==> config.mk <==
export PLATFORM = sky130hd
export DESIGN_NAME = fractional_rate_service_scheduler
export DESIGN_NICKNAME = d
export VERILOG_FILES = /design/src/hdl/frss_pkg.sv /design/src/hdl/fractional_rate_service_scheduler.sv /design/src/hdl/frss_ctrl.sv /design/src/hdl/frss_dp.sv
export SDC_FILE = /design/constraint.sdc
export NUM_CORES = 2
export LEC_CHECK = 0
export ABC_AREA = 1
export ABC_CLOCK_PERIOD_IN_PS = 4300
export BUFFER_PORTS_ARGS = -buffer_cell sky130_fd_sc_hd__buf_4
export CAP_MARGIN = 20
export CORE_MARGIN = 5
export CORE_UTILIZATION = 59
export DETAILED_ROUTE_END_ITERATION = 10
export GPL_TIMING_DRIVEN = 1
export PLACE_DENSITY = 0.78
export SYNTH_ARGS = -nofsm -noshare
export SYNTH_HDL_FRONTEND = slang
export SYNTH_SLANG_ARGS = --single-unit
export TNS_END_PERCENT = 20
==> constraint.sdc <==
create_clock -name i_clk -period 4.3 [get_ports i_clk]
set_input_delay 0.645 -clock i_clk [delete_from_list [all_inputs] [get_ports i_clk]]
set_output_delay 0.645 -clock i_clk [all_outputs]
set_load 0.05 [all_outputs]
==> src/hdl/frss_pkg.sv <==
// Package for the fractional-rate service scheduler.
// Request/result payload types, command and status codes, controller handshake structs.
// No dependencies.
package frss_pkg;

    // command codes
    localparam logic [2:0] CMD_TICK   = 3'd0;
    localparam logic [2:0] CMD_ADD    = 3'd1;
    localparam logic [2:0] CMD_DEL    = 3'd2;
    localparam logic [2:0] CMD_LOCK   = 3'd3;
    localparam logic [2:0] CMD_UNLOCK = 3'd4;

    // status codes
    localparam logic [2:0] ST_FIRED    = 3'd0;
    localparam logic [2:0] ST_DONE     = 3'd1;
    localparam logic [2:0] ST_BAD_ARGS = 3'd2;
    localparam logic [2:0] ST_FULL     = 3'd3;
    localparam logic [2:0] ST_NOT_INST = 3'd4;

    localparam logic [7:0] LOCK_MAX = 8'd255;

    typedef struct packed {
        logic [2:0]  cmd;
        logic [3:0]  slot;
        logic [15:0] service_rate;
        logic [7:0]  service_priority;
        logic        start_paused;
    } t_req;

    typedef struct packed {
        logic [2:0] status;
        logic [3:0] result_slot;
        logic       last;
    } t_res;

    // controller -> datapath
    typedef struct packed {
        logic load;      // latch request, evaluate simple commands
        logic advance;   // apply master tick to active slots, latch fire set
        logic scan;      // check one (priority, slot) pair
    } t_ctl;

    // datapath -> controller
    typedef struct packed {
        logic master_tick;  // tick request crosses a master period
        logic any_fired;    // fire set nonempty after advance
        logic scan_done;    // all fired slots reported
    } t_sts;

endpackage

==> src/hdl/fractional_rate_service_scheduler.sv <==
// Top level of the fractional-rate service scheduler.
// Depends on frss_pkg, frss_ctrl, frss_dp.
//
// Requests are taken when start is high and busy low; results appear
// one per cycle-with-strobe on o_res_valid/o_res and cannot be held off.
// Add, delete, lock, unlock and ticks without a master tick give their
// single result in the cycle right after the request; busy is high while
// that result is shown, so no new request is taken in the same cycle.
// A tick that makes a master tick passes through evaluation, advances
// every active slot in the next state, then sweeps (priority, slot) pairs
// one per cycle until the last fired slot is reported; the sweep ends
// sooner when fired slots have low priority values. A master tick with
// no fire reports after the advance state. master_rate is written
// through i_cfg_we/i_cfg_data.
module fractional_rate_service_scheduler #(
    parameter int NUM_SLOTS = 16,
    parameter int SOURCE_HZ = 44100
) (
    input  logic            i_clk,
    input  logic            i_rst_n,
    input  logic            i_cfg_we,
    input  logic [15:0]     i_cfg_data,
    input  logic            start,
    output logic            busy,
    input  frss_pkg::t_req  i_req,
    output logic            o_res_valid,
    output frss_pkg::t_res  o_res
);

    frss_pkg::t_ctl ctl;
    frss_pkg::t_sts sts;

    frss_ctrl u_ctrl (
        .i_clk   (i_clk),
        .i_rst_n (i_rst_n),
        .i_start (start),
        .i_sts   (sts),
        .o_ctl   (ctl),
        .o_busy  (busy)
    );

    frss_dp #(
        .NUM_SLOTS (NUM_SLOTS),
        .SOURCE_HZ (SOURCE_HZ)
    ) u_dp (
        .i_clk       (i_clk),
        .i_rst_n     (i_rst_n),
        .i_cfg_we    (i_cfg_we),
        .i_cfg_data  (i_cfg_data),
        .i_req       (i_req),
        .i_ctl       (ctl),
        .o_sts       (sts),
        .o_res_valid (o_res_valid),
        .o_res       (o_res)
    );

    // a request is never taken while busy
    a_no_load_busy: assert property (@(posedge i_clk) disable iff (!i_rst_n)
        ctl.load |-> !busy) else $error("load while busy");

    // a result of a plain request follows in the cycle after the load
    a_simple_res: assert property (@(posedge i_clk) disable iff (!i_rst_n)
        ctl.load && i_req.cmd != frss_pkg::CMD_TICK |=> o_res_valid && o_res.last)
        else $error("missing result");

    // a result that is not the last comes only while busy
    a_last_idle: assert property (@(posedge i_clk) disable iff (!i_rst_n)
        o_res_valid && !o_res.last |-> busy) else $error("stray result");

endmodule

==> src/hdl/frss_ctrl.sv <==
// Controller state machine for the fractional-rate service scheduler.
// Depends on frss_pkg.
module frss_ctrl (
    input  logic            i_clk,
    input  logic            i_rst_n,
    input  logic            i_start,
    input  frss_pkg::t_sts  i_sts,
    output frss_pkg::t_ctl  o_ctl,
    output logic            o_busy
);

    typedef enum logic [3:0] {
        S_IDLE  = 4'b0001,
        S_EVAL  = 4'b0010,
        S_ADV   = 4'b0100,
        S_SCAN  = 4'b1000
    } t_state;

    t_state r_state, n_state;

    // next state
    always_comb begin
        n_state = r_state;
        unique case (r_state)
            S_IDLE: if (i_start) n_state = S_EVAL;
            S_EVAL: n_state = i_sts.master_tick ? S_ADV : S_IDLE;
            S_ADV:  n_state = i_sts.any_fired ? S_SCAN : S_IDLE;
            S_SCAN: if (i_sts.scan_done) n_state = S_IDLE;
            default: n_state = S_IDLE;
        endcase
    end

    always_ff @(posedge i_clk) begin
        if (!i_rst_n) begin
            r_state <= S_IDLE;
        end else begin
            r_state <= n_state;
        end
    end

    assign o_ctl.load    = (r_state == S_IDLE) && i_start;
    assign o_ctl.advance = (r_state == S_ADV);
    assign o_ctl.scan    = (r_state == S_SCAN);
    assign o_busy        = (r_state != S_IDLE);

endmodule

==> src/hdl/frss_dp.sv <==
// Datapath for the fractional-rate service scheduler: slot table, phases, lock, scan.
// Depends on frss_pkg.
module frss_dp #(
    parameter int NUM_SLOTS = 16,
    parameter int SOURCE_HZ = 44100
) (
    input  logic            i_clk,
    input  logic            i_rst_n,
    input  logic            i_cfg_we,
    input  logic [15:0]     i_cfg_data,
    input  frss_pkg::t_req  i_req,
    input  frss_pkg::t_ctl  i_ctl,
    output frss_pkg::t_sts  o_sts,
    output logic            o_res_valid,
    output frss_pkg::t_res  o_res
);

    localparam int SW = $clog2(NUM_SLOTS);
    localparam logic [16:0] SRC = 17'(SOURCE_HZ);

    logic [NUM_SLOTS-1:0] r_used, r_paused, r_fired;
    logic [15:0] r_rate  [NUM_SLOTS];
    logic [15:0] r_phase [NUM_SLOTS];
    logic [7:0]  r_prio  [NUM_SLOTS];
    logic [15:0] r_mrate, r_mphase;
    logic [7:0]  r_lock;
    logic        r_tick;     // pending master tick
    logic [7:0]  r_pval;     // priority being scanned
    logic [SW-1:0] r_sidx;   // slot being scanned
    logic        r_res_valid;
    frss_pkg::t_res r_res;

    // lowest free slot
    logic [SW-1:0] free_idx;
    logic          free_ok;
    always_comb begin
        free_idx = '0;
        free_ok  = 1'b0;
        for (int i = NUM_SLOTS - 1; i >= 0; i--) begin
            if (!r_used[i]) begin
                free_idx = SW'(i);
                free_ok  = 1'b1;
            end
        end
    end

    logic [16:0] mph_sum;
    logic        can_tick;
    assign mph_sum  = {1'b0, r_mphase} + {1'b0, r_mrate};
    assign can_tick = (r_mrate != 16'd0) && (r_lock == 8'd0);

    // scan: one slot per cycle, priority outer, slot inner
    logic hit, last_slot, more;
    logic [NUM_SLOTS-1:0] fired_after;
    always_comb begin
        hit = r_fired[r_sidx] && (r_prio[r_sidx] == r_pval);
        fired_after = r_fired;
        if (hit) fired_after[r_sidx] = 1'b0;
        last_slot = (r_sidx == SW'(NUM_SLOTS - 1));
        more = |fired_after;
    end

    // per-slot phase update on a master tick
    logic [16:0] ph_sum [NUM_SLOTS];
    logic [NUM_SLOTS-1:0] fire_now;
    always_comb begin
        for (int i = 0; i < NUM_SLOTS; i++) begin
            ph_sum[i]   = {1'b0, r_phase[i]} + {1'b0, r_rate[i]};
            fire_now[i] = r_used[i] && !r_paused[i] && (ph_sum[i] >= {1'b0, r_mrate});
        end
    end

    // fire set of the advance being applied decides whether a sweep follows
    assign o_sts.master_tick = r_tick;
    assign o_sts.any_fired   = |fire_now;
    assign o_sts.scan_done   = !more;

    always_ff @(posedge i_clk) begin
        if (!i_rst_n) begin
            r_used <= '0; r_paused <= '0; r_fired <= '0;
            r_mrate <= '0; r_mphase <= '0; r_lock <= '0;
            r_tick <= 1'b0; r_res_valid <= 1'b0;
            r_pval <= '0; r_sidx <= '0;
            for (int i = 0; i < NUM_SLOTS; i++) begin
                r_rate[i] <= '0; r_phase[i] <= '0; r_prio[i] <= '0;
            end
        end else begin
            r_res_valid <= 1'b0;
            r_tick      <= 1'b0;
            // an accepted register write (at most SOURCE_HZ) clears the table
            if (i_cfg_we && ({1'b0, i_cfg_data} <= SRC)) begin
                r_mrate <= i_cfg_data;
                r_used <= '0; r_paused <= '0; r_mphase <= '0; r_lock <= '0;
                for (int i = 0; i < NUM_SLOTS; i++) begin
                    r_rate[i] <= '0; r_phase[i] <= '0; r_prio[i] <= '0;
                end
            end
            // evaluate a new request
            if (i_ctl.load) begin
                r_res_valid       <= 1'b1;
                r_res.status      <= frss_pkg::ST_DONE;
                r_res.result_slot <= '0;
                r_res.last        <= 1'b1;
                unique case (i_req.cmd)
                    frss_pkg::CMD_TICK: begin
                        if (can_tick) begin
                            if (mph_sum >= SRC) begin
                                r_mphase    <= 16'(mph_sum - SRC);
                                r_tick      <= 1'b1;
                                r_res_valid <= 1'b0;
                            end else begin
                                r_mphase <= mph_sum[15:0];
                            end
                        end
                    end
                    frss_pkg::CMD_ADD: begin
                        if (r_mrate == 16'd0) begin
                            r_res.status <= frss_pkg::ST_NOT_INST;
                        end else if (i_req.service_rate == 16'd0 ||
                                     i_req.service_rate > r_mrate) begin
                            r_res.status <= frss_pkg::ST_BAD_ARGS;
                        end else if (!free_ok) begin
                            r_res.status <= frss_pkg::ST_FULL;
                        end else begin
                            r_used[free_idx]   <= 1'b1;
                            r_paused[free_idx] <= i_req.start_paused;
                            r_rate[free_idx]   <= i_req.service_rate;
                            r_phase[free_idx]  <= '0;
                            r_prio[free_idx]   <= i_req.service_priority;
                            r_res.result_slot  <= 4'(free_idx);
                        end
                    end
                    frss_pkg::CMD_DEL: begin
                        if (32'(i_req.slot) < NUM_SLOTS) begin
                            r_used[SW'(i_req.slot)]   <= 1'b0;
                            r_paused[SW'(i_req.slot)] <= 1'b0;
                            r_rate[SW'(i_req.slot)]   <= '0;
                            r_phase[SW'(i_req.slot)]  <= '0;
                            r_prio[SW'(i_req.slot)]   <= '0;
                        end
                    end
                    frss_pkg::CMD_LOCK: begin
                        if (r_lock != frss_pkg::LOCK_MAX) r_lock <= r_lock + 8'd1;
                    end
                    frss_pkg::CMD_UNLOCK: begin
                        if (r_lock != 8'd0) r_lock <= r_lock - 8'd1;
                    end
                    default: r_res.status <= frss_pkg::ST_BAD_ARGS;
                endcase
            end
            // master tick: advance every active slot
            if (i_ctl.advance) begin
                for (int i = 0; i < NUM_SLOTS; i++) begin
                    if (r_used[i] && !r_paused[i]) begin
                        r_phase[i] <= fire_now[i] ? 16'(ph_sum[i] - {1'b0, r_mrate})
                                                  : ph_sum[i][15:0];
                    end
                end
                r_fired <= fire_now;
                r_pval  <= '0;
                r_sidx  <= '0;
                if (!(|fire_now)) begin
                    r_res_valid       <= 1'b1;
                    r_res.status      <= frss_pkg::ST_DONE;
                    r_res.result_slot <= '0;
                    r_res.last        <= 1'b1;
                end
            end
            // report fired slots in (priority, slot) order
            if (i_ctl.scan) begin
                r_fired <= fired_after;
                if (last_slot) begin
                    r_sidx <= '0;
                    r_pval <= r_pval + 8'd1;
                end else begin
                    r_sidx <= r_sidx + SW'(1);
                end
                if (hit) begin
                    r_res_valid       <= 1'b1;
                    r_res.status      <= frss_pkg::ST_FIRED;
                    r_res.result_slot <= 4'(r_sidx);
                    r_res.last        <= !more;
                end
            end
        end
    end

    assign o_res_valid = r_res_valid;
    assign o_res       = r_res;

endmodule

Yosys cells after proc, flatten, opt, wreduce, memory -nomap -nowiden
Memory sizes are Yosys's and may differ from the RTL's. A register that Yosys moved wholly into a read port is not among the register bits.
Index checks and enable logic that the tools add are counted.
- memories kept: 3
- flip-flop bits (word level): 114
- RAM bits: 640
- input bits: 52
- logic and storage cells: 507
- bitwise gates (word level): 70
- eq/ne operators: 14
- add/sub/neg operators: 38
- multiplexer cells: 271
- reduce and logical (&&, ||, !) cells: 72
- magnitude comparators: 25
- memory list (name ; words ; bits a word ; read ports ; clocked after memory_dff ; wr ports ; line ; text):
    u_dp.r_phase ; 16 ; 16 ; 16 ; 0 ; 17 ; frss_dp.sv:23 ; logic [15:0] r_phase [NUM_SLOTS];
    u_dp.r_rate ; 16 ; 16 ; 16 ; 0 ; 17 ; frss_dp.sv:22 ; logic [15:0] r_rate [NUM_SLOTS];
    u_dp.r_prio ; 16 ; 8 ; 1 ; 1 ; 17 ; frss_dp.sv:24 ; logic [7:0] r_prio [NUM_SLOTS];
- operator list (operator ; number):
    16-bit two-way mux ; 86
    16-bit by 16-bit adder with 17-bit output ; 17
    17-bit by 16-bit >= comparator with 1-bit output ; 16
    16-bit subtractor ; 16
    8-bit two-way mux ; 29
    4-bit two-way mux ; 31
    1-bit two-way mux ; 111
    1-bit OR ; 64
    16-bit case mux with 2 select lines ; 2
    16-bit OR reduction ; 4
    16-bit AND ; 3
    1-bit logical AND ; 39
    16-bit logical NOT ; 2
    16-bit NOT ; 2
    17-bit by 16-bit >= comparator with 1-bit output, second input constant ; 1
    1-bit logical NOT ; 17
    8-bit by 1-bit adder with 8-bit output, second input constant ; 2
    16-bit bitwise mux ; 1
    16-bit greater-than comparator ; 1
    16-bit less-or-equal comparator, second input constant ; 1
    16-bit OR ; 1
    4-bit case mux with 4 select lines ; 1
    8-bit case mux with 2 select lines ; 1
    16-bit nonzero test ; 1
    30 further kinds ; 41

Longest topological paths before layout
- depth after elaboration: 26
- depth in mapped cells: 31
- mapped depth without buffers: 30

By module
Synthesis repeated with hierarchy kept, for this count alone.
- cell total of the unflattened synthesis: 7860
- area total of the unflattened synthesis: 57621.5 um2
- modules (own cells, without submodules) (module ; cells an instance ; instances ; sequential area each (um2) ; area an instance (um2)):
    frss_dp ; 7821 ; 1 ; 19018.2 ; 57371.3
    frss_ctrl ; 39 ; 1 ; 80.1 ; 250.2

Least setup slack after synthesis
OpenSTA, ideal clock, no wires.
- path kind: flip-flop to flip-flop
- from: register u_dp.r_mrate[1]
- to: memory u_dp.r_prio[14][0], enable pin
- data arrival time: 3981 ps
- stages on the path, launching flop included: 19
- setup time: 381 ps
- setup slack: -62 ps
- period minus slack after synthesis: 4362 ps
- cells stage by stage: dfxtp_1 inv_1 ha_1 inv_1 o21bai_1 a21boi_0 o21bai_1 nand3_1 o2111ai_1 nand2_1 nand4_1 a21oi_2 nand2_2 nor2_4 inv_2 nor2_8 inv_2 buf_2 nand2_1
- RTL lines (element ; line ; text):
    start: declaration ; frss_dp.sv:25 ; logic [15:0] r_mrate, r_mphase;
    start signal: assignment ; frss_dp.sv:92 ; r_mrate <= i_cfg_data;
    end: declaration ; frss_dp.sv:24 ;

==> results.toml <==
[critical_path]
critPathTopFamily = "simple AND/OR/NAND/NOR gates"
arrival_ns = 4.90
cp-end-kind = "flop"
cp_num_cells = 28
required_ns = 4.83
reg2reg_depth = 28
path_class = "reg -> reg"
cpPeakStageDelay_ns = 0.41
crit_buf_inv = 6
worstPathMaxFanout = 5
reg2reg_setup_slack_ns = -0.07
worstReg2RegStart = "u_dp.r_rate[13][1]"
worstSetupStartpointType = "flop"
slowest_stage = "edfxtp_1"
r2r-end = "u_dp.o_res[5]"

[global_routing]
grt-ovfl-total = 0
grt_pass1_vias = 54845
grt_max_degree = 83
antenna_found_initial = 5
grt_first_pass_wirelength_um = 301100
gr-usage-all-layers_pct = 36.93

[timing]
tightest_slew_ns = 1.230
hold_viol = 0
clock_skew_ns = 0.01686
period_minus_slack_ns = 4.374
rsz0062_at_grt = "true"
period_share_pct = 101.7
setup_violations = 8
slew_headroom_pct = 17.93
drv_slew = 0
fmax_mhz = 228.6
setup_tns_ns = -0.3386
holdWs_ns = 0.1761
worst_slack_ns = -0.07374

[floorplanning]
boundaryPins = 62
die_area_um2 = 103600
core_area_um2 = 96570
initial_core_util_pct = 59.40
die_w_um = 321.8
rows = 114
die_h_um = 321.8

[routing]
viasPerCell = 5.852
drtIter0Drc = 6237
drc = 0
wl_um = 200000
wl_per_cell_um = 20.38
ant_nets = 0
vias = 57445
dr.pass1.iters = 6

[finish]
area_delta_synth_final_pct = 21.09
layout_common_cells = "nand2_1 (1603), nor2_1 (899), inv_1 (843)"
fin_nets = 9100
fillers = 7837
drive_above_1_share_pct = 15.65
final_common_cell = "nand2_1"

[clock_network]
h-tree-depth = 3
clk_pin_slew_ns = 0.06
cts_made_buffers = 89
clock_sinks = 758
clock_latency_ns = 0.69
cts_tree = "built"
clock_path_buffers = 3
ctsRootBufferMaster = "clkbuf_16"

[pwr]
ir_drop_v = 0.0003210
p_leak_nw = 33.89
p_per_area_nw_per_um2 = 299.7

[logic_synthesis]
synth_seq_cells = 758
syn_inst = 7729
seq_area_frac_synth_pct = 33.30
synth_edf_count = 392
avgSynthCellArea_um2 = 7.421
netlist_area_um2 = 57360
yosys_warnings = 0
yosys.cell_types.count = 61
synthArstFlopShare_pct = 0
synthesis.nets = 8368
synth_flop_cell = "edfxtp_1"

[placement]
hpwl_um = 139900
gp_congestion = 0.9894
numPortBuffers = 61

[hold_path]
hold_path.class = "in -> reg"
holdPathStages = 3
holdPathEnd = "u_dp.r_mrate[6]"
hold_start = "i_cfg_data[6]"

[job]
max_cap_viol_count = 0

[status]
violations = "setup timing"
run_status = "complete, but fails checks"
## tightest hold or removal path, stage by stage
cell	delay [ns]
buf_4	0.09
nand2_1	0.04
o21ai_0	0.05
## synth_stat cells (all sizes together) (4+ instances only)
master	count	area [µm²]
nand2	1656	6236
nor2	928	3694
inv	895	3364
a21oi	671	3369
o21ai	578	2904
ha	554	6932
edfxtp	392	11770
nand3	389	1977
dfxtp	366	7327
xor2	293	2566
xnor2	149	1305
clkbuf	129	484.2
o211ai	86	645.6
buf	84	516.7
nor3	81	432.9
a31oi	70	437.9
nand4	66	412.9
a21o	46	345.3
fa	33	660.6
o31ai	26	195.2
a221oi	23	201.4
nor4	21	131.4
a22oi	20	150.1
a211oi	19	142.6
a21boi	19	142.6
o21bai	18	138.9
or2	16	100.1
nand3b	15	112.6
o21a	13	97.59
o22ai	12	75.07
a32oi	11	96.34
a2bb2oi	7	61.31
a41oi	7	61.31
clkinv	7	26.28
o2111ai	7	61.31
and3	5	31.28
a32o	4	40.04
## state kept, by name (all words and copies together) (netlist names), 4 cells and up, named ones only
name and count:
u_dp.r_used 16, u_dp.r_mphase 16, u_dp.r_lock 8, u_dp.r_mrate 16, u_dp.r_paused 16, u_dp.r_pval 8, u_dp.r_prio 128, u_dp.r_fired 16
u_dp.r_phase 256, u_ctrl.r_state 4, u_dp.o_res 8, u_dp.r_rate 256, u_dp.r_sidx 4
## cell families (layout without fill, tap and decap cells)
group           Yosys count  count (layout)  share of synthesized area (%)
compound gates         1648            1648                          16.15
xor+xnor                442             442                          6.749
flops                   758             758                          33.30
buf+inv                1115            1923                          7.657
other cells               0               2                              0
simple gates           3179            3180                          22.91
fa+ha+maj               587             587                          13.24
## where the power goes
group	total [W]	switching, W	internal [W]
Sequential	0.00791	0.0000898	0.00782
Clock	0.00825	0.00333	0.00492
Combinational	0.00466	0.00281	0.00185
## through the flow
stage	setup slack, ns	cell area [µm²]	util [%]	std cells	power [W]
floorplan	0.08657	57360	-	7729	0.01071
global placement	-0.8883	64460	66.75	9587	0.01232
detailed placement	-0.9315	64470	66.76	9588	0.01239
CTS	-0.01242	68240	70.67	9785	0.02063
global route	-0.2910	69450	71.92	9815	0.02159
finish	-0.07374	69460	71.93	9816	0.02081
## cell type report
cell class | count | area [µm²] | share of cell area [%]
flip-flops and latches | 758 | 19100 | 27.51
diodes | 2 | 5.005 | 0.007206
well taps | 1276 | 1597 | 2.299
clock buffers | 121 | 2559 | 3.684
repair buffers | 853 | 7044 | 10.14
clock inverters | 47 | 603.1 | 0.8683
inverters | 902 | 3408 | 4.907
multi-input cells | 5857 | 35130 | 50.59
## routing by layer
layer	part of all wire [%]	track usage, %
met1	40	49.03
met2	44	58.17
met3	11	7.465
met5	0.0045	0.2778
met4	5.5	17.47
## timing repair
action                                  CTS  global route
pin swaps                                59           101
gates resized for setup                 112           265
gates cloned                              1             3
setup buffers                            29            27
endpoints found under the setup margin  131           253
hold buffers                              0             0
## worst max-delay path by stage
stage	endpoint	from
detailed placement	u_dp.o_res[3]	u_dp.r_phase[14][0]
floorplan	u_dp.o_res[6]	u_dp.r_rate[5][0]
global placement	u_dp.o_res[6]	u_dp.r_phase[14][0]
finish	u_dp.o_res[5]	u_dp.r_rate[13][1]
global route	u_dp.o_res[5]	u_dp.r_rate[13][1]
CTS	u_dp.o_res[4]	u_dp.r_phase[6][0]
No activity file was read; power rests on OpenSTA's default activity.
